<file path="config.mk">
export PLATFORM = sky130hd
export DESIGN_NAME = block_buffer_cache_lru
export DESIGN_NICKNAME = d
export VERILOG_FILES = /design/src/design/bbc_pkg.sv /design/src/design/block_buffer_cache_lru.sv /design/src/design/bbc_ram.sv
export SDC_FILE = /design/constraint.sdc
export NUM_CORES = 1
export LEC_CHECK = 0
export BUFFER_PORTS_ARGS = -buffer_cell sky130_fd_sc_hd__buf_2
export CORE_ASPECT_RATIO = 0.7
export CORE_MARGIN = 1
export CORE_UTILIZATION = 49
export DETAILED_ROUTE_END_ITERATION = 8
export MAX_ROUTING_LAYER = met4
export PLACE_DENSITY = 0.67
export SYNTH_ARGS = -nofsm -noshare
export SYNTH_HDL_FRONTEND = slang
export SYNTH_SLANG_ARGS = --single-unit
</file>
<file path="constraint.sdc">
create_clock -name aclk -period 4 [get_ports aclk]
set_clock_uncertainty 0.1 [all_clocks]
set_input_delay 0 -clock aclk [delete_from_list [all_inputs] [get_ports aclk]]
set_output_delay 0 -clock aclk [all_outputs]
set_load 0.01 [all_outputs]
</file>
<file path="src/design/bbc_pkg.sv">
package bbc_pkg;

    localparam int SLOT_COUNT_DEF = 32;
    localparam int DEV_W          = 8;
    localparam int BLK_W          = 20;
    localparam int CNT_W          = 8;
    localparam int IDX_W          = 5;

    typedef enum logic [1:0] {
        OP_GET     = 2'd0,
        OP_RELEASE = 2'd1,
        OP_PIN     = 2'd2,
        OP_UNPIN   = 2'd3
    } op_t;

    typedef enum logic [1:0] {
        ST_OK    = 2'd0,
        ST_MISS  = 2'd1,
        ST_NOBUF = 2'd2,
        ST_UNDER = 2'd3
    } status_t;

    typedef enum logic [2:0] {
        S_CLEAR,
        S_IDLE,
        S_SCAN,
        S_GET_WB,
        S_UPD,
        S_MOVE,
        S_OUT
    } state_t;

    typedef struct packed {
        logic [1:0]       operation;
        logic [DEV_W-1:0] device_id;
        logic [BLK_W-1:0] block_number;
        logic [IDX_W-1:0] slot_index;
    } req_t;

    typedef struct packed {
        logic [1:0]       status;
        logic [IDX_W-1:0] slot_out;
        logic             need_fill;
        logic [CNT_W-1:0] ref_count_out;
    } rsp_t;

    typedef struct packed {
        logic [DEV_W-1:0] dev;
        logic [BLK_W-1:0] blk;
        logic             valid;
        logic [CNT_W-1:0] cnt;
    } tag_entry_t;

    localparam logic [CNT_W-1:0] CNT_MAX = {CNT_W{1'b1}};

endpackage

</file>
<file path="src/design/block_buffer_cache_lru.sv">
// Buffer cache tag/LRU engine, one request at a time.
// Get: the recency list is walked through a registered order RAM read feeding
// a tag RAM read, one position per cycle, early exit on hit.
// Release/pin/unpin: tag entry update, plus a move to the MRU end on a release to zero.
// After reset a clearing pass over all SLOT_COUNT entries initializes both RAMs; no
// request is taken until it ends.
module block_buffer_cache_lru #(
    parameter int SLOT_COUNT = bbc_pkg::SLOT_COUNT_DEF
) (
    input  logic          aclk,
    input  logic          aresetn,
    input  logic          s_valid,
    output logic          s_ready,
    input  bbc_pkg::req_t s_data,
    output logic          m_valid,
    input  logic          m_ready,
    output bbc_pkg::rsp_t m_data
);

    localparam int SW = $clog2(SLOT_COUNT);
    localparam int EW = $bits(bbc_pkg::tag_entry_t);
    localparam logic [SW-1:0] LAST = SW'(SLOT_COUNT - 1);

    bbc_pkg::state_t     state_reg, state_next;
    logic [SW-1:0]       pos_reg, pos_next;
    logic                active_reg, active_next;
    logic                v1_reg, v1_next;
    logic                last1_reg, last1_next;
    logic [SW-1:0]       pos1_reg, pos1_next;
    logic                v2_reg, v2_next;
    logic                last2_reg, last2_next;
    logic [SW-1:0]       slot2_reg, slot2_next;
    logic                hit_reg, hit_next;
    logic [SW-1:0]       sel_reg, sel_next;
    bbc_pkg::tag_entry_t ent_reg, ent_next;
    logic                free_reg, free_next;
    logic [SW-1:0]       free_slot_reg, free_slot_next;
    logic [SW-1:0]       carry_reg, carry_next;
    bbc_pkg::req_t       req_reg, req_next;
    bbc_pkg::rsp_t       res_reg, res_next;
    logic                m_valid_reg, m_valid_next;
    bbc_pkg::rsp_t       m_data_reg, m_data_next;

    logic                tag_we;
    logic [SW-1:0]       tag_waddr, tag_raddr;
    bbc_pkg::tag_entry_t tag_wdata, tag_rdata;
    logic [EW-1:0]       tag_rbits;
    logic                ord_we;
    logic [SW-1:0]       ord_waddr, ord_raddr, ord_wdata, ord_rdata;

    logic                idx_bad;
    logic [SW-1:0]       idx_addr;
    logic                tag_match;
    logic [bbc_pkg::CNT_W-1:0] cnt_inc, cnt_dec;

    assign tag_rdata = bbc_pkg::tag_entry_t'(tag_rbits);
    assign idx_bad   = 32'(s_data.slot_index) >= 32'(SLOT_COUNT);
    assign idx_addr  = SW'(s_data.slot_index);
    assign tag_match = (tag_rdata.dev == req_reg.device_id)
                    && (tag_rdata.blk == req_reg.block_number);
    assign cnt_inc   = (tag_rdata.cnt == bbc_pkg::CNT_MAX) ? tag_rdata.cnt
                                                           : tag_rdata.cnt + 1'b1;
    assign cnt_dec   = tag_rdata.cnt - 1'b1;

    bbc_ram #(.WIDTH(EW), .DEPTH(SLOT_COUNT)) u_tag_ram (
        .aclk  (aclk),
        .we    (tag_we),
        .waddr (tag_waddr),
        .wdata (EW'(tag_wdata)),
        .raddr (tag_raddr),
        .rdata (tag_rbits)
    );

    bbc_ram #(.WIDTH(SW), .DEPTH(SLOT_COUNT)) u_order_ram (
        .aclk  (aclk),
        .we    (ord_we),
        .waddr (ord_waddr),
        .wdata (ord_wdata),
        .raddr (ord_raddr),
        .rdata (ord_rdata)
    );

    // next state and datapath
    always_comb begin
        state_next     = state_reg;
        pos_next       = pos_reg;
        active_next    = active_reg;
        v1_next        = 1'b0;
        last1_next     = 1'b0;
        pos1_next      = pos_reg;
        v2_next        = 1'b0;
        last2_next     = 1'b0;
        slot2_next     = ord_rdata;
        hit_next       = hit_reg;
        sel_next       = sel_reg;
        ent_next       = ent_reg;
        free_next      = free_reg;
        free_slot_next = free_slot_reg;
        carry_next     = carry_reg;
        req_next       = req_reg;
        res_next       = res_reg;
        m_valid_next   = m_valid_reg && !m_ready;
        m_data_next    = m_data_reg;

        unique case (state_reg)
            bbc_pkg::S_CLEAR: begin
                pos_next = pos_reg + 1'b1;
                if (pos_reg == LAST) begin
                    pos_next   = '0;
                    state_next = bbc_pkg::S_IDLE;
                end
            end
            bbc_pkg::S_IDLE: begin
                if (s_valid) begin
                    req_next    = s_data;
                    pos_next    = '0;
                    active_next = 1'b1;
                    free_next   = 1'b0;
                    if (s_data.operation == bbc_pkg::OP_GET) begin
                        state_next = bbc_pkg::S_SCAN;
                    end else if (idx_bad) begin
                        res_next   = '{bbc_pkg::ST_NOBUF, s_data.slot_index, 1'b0, '0};
                        state_next = bbc_pkg::S_OUT;
                    end else begin
                        state_next = bbc_pkg::S_UPD;
                    end
                end
            end
            bbc_pkg::S_SCAN: begin
                if (active_reg) begin
                    if (pos_reg == LAST) active_next = 1'b0;
                    else pos_next = pos_reg + 1'b1;
                end
                v1_next    = active_reg;
                last1_next = pos_reg == LAST;
                v2_next    = v1_reg;
                last2_next = last1_reg;
                if (v2_reg) begin
                    if (tag_match) begin
                        hit_next   = 1'b1;
                        sel_next   = slot2_reg;
                        ent_next   = tag_rdata;
                        state_next = bbc_pkg::S_GET_WB;
                    end else begin
                        if (tag_rdata.cnt == '0) begin
                            free_next      = 1'b1;
                            free_slot_next = slot2_reg;
                        end
                        if (last2_reg) begin
                            hit_next   = 1'b0;
                            state_next = bbc_pkg::S_GET_WB;
                        end
                    end
                end
            end
            bbc_pkg::S_GET_WB: begin
                if (hit_reg) begin
                    res_next = '{bbc_pkg::ST_OK, bbc_pkg::IDX_W'(sel_reg), !ent_reg.valid,
                                 (ent_reg.cnt == bbc_pkg::CNT_MAX) ? ent_reg.cnt
                                                                   : ent_reg.cnt + 1'b1};
                end else if (free_reg) begin
                    res_next = '{bbc_pkg::ST_MISS, bbc_pkg::IDX_W'(free_slot_reg), 1'b1,
                                 bbc_pkg::CNT_W'(1)};
                end else begin
                    res_next = '{bbc_pkg::ST_NOBUF, '0, 1'b0, '0};
                end
                state_next = bbc_pkg::S_OUT;
            end
            bbc_pkg::S_UPD: begin
                state_next = bbc_pkg::S_OUT;
                if (req_reg.operation == bbc_pkg::OP_PIN) begin
                    res_next = '{bbc_pkg::ST_OK, req_reg.slot_index, 1'b0, cnt_inc};
                end else if (tag_rdata.cnt == '0) begin
                    res_next = '{bbc_pkg::ST_UNDER, req_reg.slot_index, 1'b0, '0};
                end else begin
                    res_next = '{bbc_pkg::ST_OK, req_reg.slot_index, 1'b0, cnt_dec};
                    if (req_reg.operation == bbc_pkg::OP_RELEASE && cnt_dec == '0) begin
                        carry_next = SW'(req_reg.slot_index);
                        state_next = bbc_pkg::S_MOVE;
                    end
                end
            end
            bbc_pkg::S_MOVE: begin
                // walk from MRU, shifting each entry down one until the slot is met
                pos_next  = pos_reg + 1'b1;
                v1_next   = 1'b1;
                pos1_next = pos_reg;
                if (v1_reg) begin
                    carry_next = ord_rdata;
                    if (ord_rdata == SW'(req_reg.slot_index)) begin
                        state_next = bbc_pkg::S_OUT;
                    end
                end
            end
            bbc_pkg::S_OUT: begin
                if (!m_valid_reg || m_ready) begin
                    m_valid_next = 1'b1;
                    m_data_next  = res_reg;
                    state_next   = bbc_pkg::S_IDLE;
                end
            end
            default: state_next = bbc_pkg::S_IDLE;
        endcase
    end

    // RAM control and handshake outputs
    always_comb begin
        tag_we    = 1'b0;
        tag_waddr = pos_reg;
        tag_wdata = '0;
        tag_raddr = '0;
        ord_we    = 1'b0;
        ord_waddr = pos1_reg;
        ord_wdata = carry_reg;
        ord_raddr = pos_reg;
        s_ready   = 1'b0;

        unique case (state_reg)
            bbc_pkg::S_CLEAR: begin
                tag_we    = 1'b1;
                ord_we    = 1'b1;
                ord_waddr = pos_reg;
                ord_wdata = LAST - pos_reg;
            end
            bbc_pkg::S_IDLE: begin
                s_ready   = 1'b1;
                tag_raddr = idx_addr;
            end
            bbc_pkg::S_SCAN: begin
                tag_raddr = ord_rdata;
            end
            bbc_pkg::S_GET_WB: begin
                if (hit_reg) begin
                    tag_we    = 1'b1;
                    tag_waddr = sel_reg;
                    tag_wdata = '{ent_reg.dev, ent_reg.blk, 1'b1,
                                  (ent_reg.cnt == bbc_pkg::CNT_MAX) ? ent_reg.cnt
                                                                    : ent_reg.cnt + 1'b1};
                end else if (free_reg) begin
                    tag_we    = 1'b1;
                    tag_waddr = free_slot_reg;
                    tag_wdata = '{req_reg.device_id, req_reg.block_number, 1'b1,
                                  bbc_pkg::CNT_W'(1)};
                end
            end
            bbc_pkg::S_UPD: begin
                tag_waddr = SW'(req_reg.slot_index);
                if (req_reg.operation == bbc_pkg::OP_PIN) begin
                    tag_we    = 1'b1;
                    tag_wdata = '{tag_rdata.dev, tag_rdata.blk, tag_rdata.valid, cnt_inc};
                end else if (tag_rdata.cnt != '0) begin
                    tag_we    = 1'b1;
                    tag_wdata = '{tag_rdata.dev, tag_rdata.blk, tag_rdata.valid, cnt_dec};
                end
            end
            bbc_pkg::S_MOVE: begin
                ord_we = v1_reg;
            end
            bbc_pkg::S_OUT: begin
            end
            default: begin
            end
        endcase
    end

    assign m_valid = m_valid_reg;
    assign m_data  = m_data_reg;

    always_ff @(posedge aclk) begin
        if (!aresetn) begin
            state_reg   <= bbc_pkg::S_CLEAR;
            pos_reg     <= '0;
            active_reg  <= 1'b0;
            v1_reg      <= 1'b0;
            v2_reg      <= 1'b0;
            last1_reg   <= 1'b0;
            last2_reg   <= 1'b0;
            m_valid_reg <= 1'b0;
        end else begin
            state_reg   <= state_next;
            pos_reg     <= pos_next;
            active_reg  <= active_next;
            v1_reg      <= v1_next;
            v2_reg      <= v2_next;
            last1_reg   <= last1_next;
            last2_reg   <= last2_next;
            m_valid_reg <= m_valid_next;
        end
    end

    always_ff @(posedge aclk) begin
        pos1_reg      <= pos1_next;
        slot2_reg     <= slot2_next;
        hit_reg       <= hit_next;
        sel_reg       <= sel_next;
        ent_reg       <= ent_next;
        free_reg      <= free_next;
        free_slot_reg <= free_slot_next;
        carry_reg     <= carry_next;
        req_reg       <= req_next;
        res_reg       <= res_next;
        m_data_reg    <= m_data_next;
    end

`ifndef SYNTHESIS
    a_out_from_out_state: assert property (@(posedge aclk) disable iff (!aresetn)
        $rose(m_valid_reg) |-> $past(state_reg == bbc_pkg::S_OUT))
        else $error("result raised outside output state");

    a_no_write_idle: assert property (@(posedge aclk) disable iff (!aresetn)
        (state_reg == bbc_pkg::S_IDLE) |-> (!tag_we && !ord_we))
        else $error("RAM write while idle");

    a_miss_fields: assert property (@(posedge aclk) disable iff (!aresetn)
        (m_valid_reg && m_data_reg.status == bbc_pkg::ST_MISS)
            |-> (m_data_reg.need_fill && m_data_reg.ref_count_out == bbc_pkg::CNT_W'(1)))
        else $error("miss result without fill or unit count");
`endif

endmodule

</file>
<file path="src/design/bbc_ram.sv">
module bbc_ram #(
    parameter int WIDTH = 8,
    parameter int DEPTH = 32
) (
    input  logic                     aclk,
    input  logic                     we,
    input  logic [$clog2(DEPTH)-1:0] waddr,
    input  logic [WIDTH-1:0]         wdata,
    input  logic [$clog2(DEPTH)-1:0] raddr,
    output logic [WIDTH-1:0]         rdata
);

    logic [WIDTH-1:0] mem [DEPTH];

    always_ff @(posedge aclk) begin
        if (we) begin
            mem[waddr] <= wdata;
        end
        rdata <= mem[raddr];
    end

endmodule

</file>
* Yosys cells after proc, flatten, opt, wreduce, memory -nomap -nowiden *
Memory sizes are Yosys's and may differ from the RTL's. A register that Yosys moved wholly into a read port is not among the register bits.
Cells that the tools add are included.
W data, S select, Z words.

word-level totals
  register bits = 145
  bits in writable memories = 1344
  input bits = 39
  output and inout bits = 18
  logic and storage cells = 160
  memories = 2

memories
  name             words  bits a word  read ports  clocked after memory_dff  wr ports  RTL line       text
  u_tag_ram.mem    32     37           1           1                         1         bbc_ram.sv:13  logic [WIDTH-1:0] mem [DEPTH];
  u_order_ram.mem  32     5            1           1                         1         bbc_ram.sv:13

operators by class
  add/subtract/negate cells = 5
  eq/ne operators = 28
  multiplexer cells = 65
  bitwise gates (word level) = 1
  reduce and logical (&&, ||, !) cells = 28

operators by type and width
  kind                   count
  $mux W37               4
  $pmux W37 S2           1
  $mux W16               4
  $mux W5                12
  $pmux W16 S2           1
  $pmux W5 S2            3
  $mux W3                9
  $ne A2 B2 Y1 const B   13
  $pmux W3 S7            1
  $eq A20 B20 Y1         1
  $pmux W5 S4            1
  $mux W1                19
  $add A8 B1 Y8 const B  2
  $eq A8 B8 Y1 const B   2
  $logic_not A8 Y1       2
  $mux W8                2
  $reduce_and A5 Y1      2
  $eq A3 B3 Y1 const B   3
  $eq A8 B8 Y1           1
  $pmux W1 S2            4
  $reduce_and A2 Y1      4
  $reduce_and A4 Y1      2
  $reduce_bool A2 Y1     4
  $reduce_bool A8 Y1     1
  21 further kinds       29

* Longest topological paths before layout *
  word-level depth = 7
  mapped depth = 11
  gate-level depth less buffers = 9

* Modules after synthesis *
Synthesis repeated with hierarchy kept, for this count alone.

second synthesis, totals
  cells, all modules = 3448
  area total of the unflattened synthesis = 59933.7 sq um

modules (own cells, without submodules)
  module                  instances  cells each  area an instance (sq um)  seq. area each (sq um)
  bbc_ram (u_tag_ram)     1          2605        46839.9                   36294.8
  block_buffer_cache_lru  1          566         6749.0                    4113.9
  bbc_ram (u_order_ram)   1          277         6344.8                    4904.7

* Worst setup path before layout *
OpenSTA, ideal clock, no wires.

  kind = register to register
  from = register state_reg[0]
  to = memory u_tag_ram.mem[0][0] in the netlist's numbering (enable)
  setup time = 0.431 ns
  arrival = 3.369 ns
  required time = 3.469 ns
  slack = 0.100 ns
  stages on the path, launching flop included = 8
  path buffers = 3
  clock period less this slack = 3.900 ns
  path through = dfxtp_1 -> buf_4 -> or3b_1 -> buf_2 -> a311o_1 -> or3_1 -> buf_2 -> nor2_1

on the way
  longest elaborated chain between the ends = 4
  elaborated cells between the ends (all ways) = 7
  those cells by class = eq/ne: 2; mux: 4; reduce/logical: 1

ends and longest elaborated chain
  item                                        RTL line                       text
  from (decl)                                 block_buffer_cache_lru.sv:24   bbc_pkg::state_t state_reg, state_next;
  from (signal assigned)                      block_buffer_cache_lru.sv:271  state_reg <= bbc_pkg::S_CLEAR;
  from (signal assigned)                      block_buffer_cache_lru.sv:280  state_reg <= state_next;
  $eq A3 B3 Y1, or another cell as far along  block_buffer_cache_lru.sv:218  unique case (state_reg)
  $pmux W1 S3                                 block_buffer_cache_lru.sv:218
  $mux W1                                     bbc_ram.sv:16                  if (we) begin
  $mux W1 (implied by the code)               bbc_ram.sv:17                  mem[waddr] <= wdata;
  to (decl)                                   bbc_ram.sv:13

Parallel ways exist; a longest one is shown, timed or not.

* Worst setup path after layout *
  from = register state_reg[2]
  to = register u_tag_ram.rdata[0] (read register of u_tag_ram.mem)

on the way
  longest elaborated chain between the ends = 2
  elaborated cells between the ends (all ways) = 3
  those cells by class = eq/ne: 2; mux: 1

ends and longest elaborated chain
  item                                                 RTL line                       text
  $eq A3 B2 Y1 / $eq A3 B1 Y1 (equally long branches)  block_buffer_cache_lru.sv:218
  $pmux W5 S2 (*)                                      block_buffer_cache_lru.sv:218
  to (decl)                                            bbc_ram.sv:10                  output logic [WIDTH-1:0] rdata

Every way passes the cells marked *; elsewhere a longest branch is shown, timed or not.
A chain may end at the register's enable or synchronous reset.

==> results by group <==
Worst setup path
  – CP most frequent cell: buf_4
  – Launching element type of the critical path: register
  – Worst Path Required: 4.55 ns
  – Crit-path max FO: 88
  – Crit path buffers/inverters: 3
  – WS Path Type: reg2reg
  – Critical Path AT: 4.20 ns
  – CP cell instances: buf_4 -> nand4bb_4 -> buf_12 -> buf_4 -> and3_1 -> a211oi_1 -> o21ai_0 -> nand4_1 -> a31oi_1
  – CP delay by family, top: buffers and inverters
  – Critical Path End Type: register
  – CP max stage delay: 0.58 ns
  – Worst path slowest cell: o21ai_0

GRT
  – Vias in the first global route: 37860
  – GRT Total Usage: 0.2649
  – Initial antenna violation count: 0
  – First-pass GRT wire length: 250400 um
  – Largest net degree at the start of global routing: 131
  – GRT overflow: 0

Layout
  – Most frequent cells in the layout: 1465 x edfxtp_1, 305 x and3_1, 300 x a211oi_1
  – Number of inserted diodes: 0
  – Layout cells sized above 1: 0.1435
  – Largest Register: u_tag_ram.mem
  – Most common cell after layout, fill and taps aside: edfxtp_1
  – Max FFs per register: 1184
  – Largest regs: u_tag_ram.mem x1184, u_order_ram.mem x160
  – Layout Area Growth over Synthesis: 13.95%
  – Final nets: 4535

Yosys
  – XOR/XNOR Fraction of Synth Area: 0.006370
  – Flops & latches, synth: 1531
  – Sequential element share of the synthesized area: 0.7164
  – Mapped cell area: 0.06325 mm^2
  – Post-synthesis adder-cell area fraction: 0.001385
  – Avg Inst Size Synth: 14.45 um^2
  – Multiplexer share of the synthesized area: 0.03197
  – Simple-Gate Fraction of Synth Area: 0.08665
  – EDFF count, synth: 1465
  – Synth top area share: 0.6955
  – Dominant synthesized flop cell: edfxtp_1
  – Post-synth top area cell: edfxtp_1
  – Ys Warns: 0
  – Compound-Gate Fraction of Synth Area: 0.1312
  – Synth Instances: 4378
  – Synth area leaders: edfxtp_1 70%, a211oi_1 3.6%, and3_1 3.0%
  – Synth cell types: 76
  – Post-synth ARST share: 0
  – Largest family of logic cells by synthesized area: compound AO/OA/AOI/OAI gates
  – Synth Net Count: 4424

Die
  – Die width: 431.4 um
  – Total core area: 0.1271 mm^2
  – Die H: 302.6 um
  – Num rows: 109
  – Boundary pin count: 57
  – Initial core utilization: 0.4976
  – Die footprint: 0.1305 mm^2

CTS
  – TritonCTS clock tree: built
  – Clock Sinks: 1531
  – Clk buf depth: 3
  – CTS root buffer: clkbuf_16
  – Number of CTS-inserted buffers: 141
  – Clock slew at reported path FFs: 0.07 ns
  – Post-CTS Setup Bufs: 0
  – Worst skew pair latency: 0.78 ns
  – H-tree depth: 4

Placed design
  – Detail Placement HPWL: 100200 um
  – Port Buffers: 56
  – Gp weighted congestion: 0.8749

Timing
  – Fin crit share: 0.9129
  – Max frequency: 0.2739 GHz
  – RSZ-0062 raised after global routing: no
  – Setup Viol. Count Final: 0
  – Final Hold Vio Count: 0
  – Relative slew margins: 0.1269
  – Final Max Slew Viols: 0
  – Worst Max-Slew Pin Slew: 1.307 ns
  – Final hold slack: 0.1342 ns
  – Final min period: 3.651 ns
  – Setup TNS: 0 ns

Routing
  – WL final: 168700 um
  – Initial DRT Pass Iterations: 6
  – Vias: 40380
  – DR DRC count: 0
  – DR WL/cell: 26.69 um
  – ANT nets after route: 0
  – Vias per cell: 6.389
  – Iter 0 DRT Violations: 5617

Power
  – Leak: 0.02428 uW
  – Peak supply drop: 522.2 uV
  – Pwr/cell area: 532.0 mW/mm^2

Outcome
  – Status: finished clean

Run
  – Max cap viols: 0

Min path
  – Hold/Removal Path Class: in2reg
==> logic make-up (layout without fill, tap and decap cells) <==
kind of cell,Yosys count,in the layout
compound gates,1275,1275
xor+xnor,46,46
fa+ha+maj,7,7
buf+inv,376,598
flops,1531,1531
mux,138,138
simple gates,1005,1005
==> layer usage <==
| metal | vias to the layer above | part of all wire | global-route usage |
|---|---|---|---|
| met5 | - | 0 | - |
| met4 | 0 | 0.025 | 0.07953 |
| met3 | 248 | 0.086 | 0.03271 |
| met2 | 2069 | 0.45 | 0.3781 |
| met1 | 20460 | 0.44 | 0.3984 |
| li1 | 17610 | - | - |
==> power by group <==
part	internal (uW)	leakage [uW]	switching [uW]
clock	7680	0.00224	5830
sequential	18700	0.0141	591
combinational	2030	0.00792	3460
==> layout make-up <==
class,instances,area [um^2]
Clock buffer,196,4025
Clock inverter,58,556.8
Fill cell,9874,55030
Inverter,14,52.55
Multi-Input combinational cell,2471,16850
Sequential cell,1531,45320
Tap cell,1720,2152
Timing Repair Buffer,330,3115
==> metrics by stage <==
stage / utilization / instances / cell area, um^2 / setup WS (ns) / total power [uW]
after floorplan: - / 4378 / 63250 / 0.09998 / 22750
after global placement: 0.5250 / 5991 / 66730 / 0.5546 / 24930
after detailed placement: 0.5251 / 5991 / 66740 / 0.5468 / 25010
after CTS: 0.5670 / 6320 / 72070 / 0.4527 / 38400
after global routing: 0.5670 / 6320 / 72070 / 0.3296 / 39490
final: 0.5670 / 6320 / 72070 / 0.3486 / 38340
==> cell usage after synthesis, types with 8 or more instances <==
| library cell | n |
|---|---|
| edfxtp_1 | 1465 |
| o21ai_0 | 336 |
| and3_1 | 307 |
| a211oi_1 | 300 |
| nand2_1 | 234 |
| clkbuf_1 | 230 |
| a21oi_1 | 204 |
| nor2_1 | 181 |
| a22oi_1 | 143 |
| buf_2 | 93 |
| mux2i_1 | 76 |
| nor3b_1 | 73 |
| dfxtp_1 | 66 |
| o21ai_1 | 53 |
| mux4_2 | 50 |
| nand4_1 | 49 |
| nor2b_1 | 44 |
| a31oi_1 | 40 |
| a221oi_1 | 39 |
| o311ai_0 | 39 |
| o221ai_1 | 36 |
| o2bb2ai_1 | 36 |
| or3b_2 | 36 |
| xor2_1 | 27 |
| xnor2_1 | 19 |
| buf_1 | 16 |
| buf_4 | 15 |
| nand3_1 | 15 |
| inv_1 | 14 |
| mux2_2 | 12 |
| nand2b_1 | 10 |
| nor3_1 | 8 |
| or3_1 | 8 |
==> worst reg2reg max path, stage by stage (launching register included) <==
cell,delay [ns]
dfxtp_1,0.46
buf_4,0.27
nand4bb_4,0.26
buf_12,0.33
buf_4,0.48
and3_1,0.22
a211oi_1,0.05
o21ai_0,0.58
nand4_1,0.41
a31oi_1,0.37
==> what timing repair did <==
action,4_1_cts,5_1_grt
hold buffers,75,0
gates resized for setup,0,0
hold endpoints to repair,105,0
==> worst paths after layout <==
check                       endpoint         start  depth (start not counted)  slack [ns]
setup / recovery  u_tag_ram.rdata[0]  state_reg[2]                          9        0.35
hold / removal               m_valid       m_ready                          5        0.13
setup reg to reg  u_tag_ram.rdata[0]  state_reg[2]                          9        0.35
hold reg to reg            m_data[1]    res_reg[1]                          0        0.32
Power figures use the tool's default switching activity.
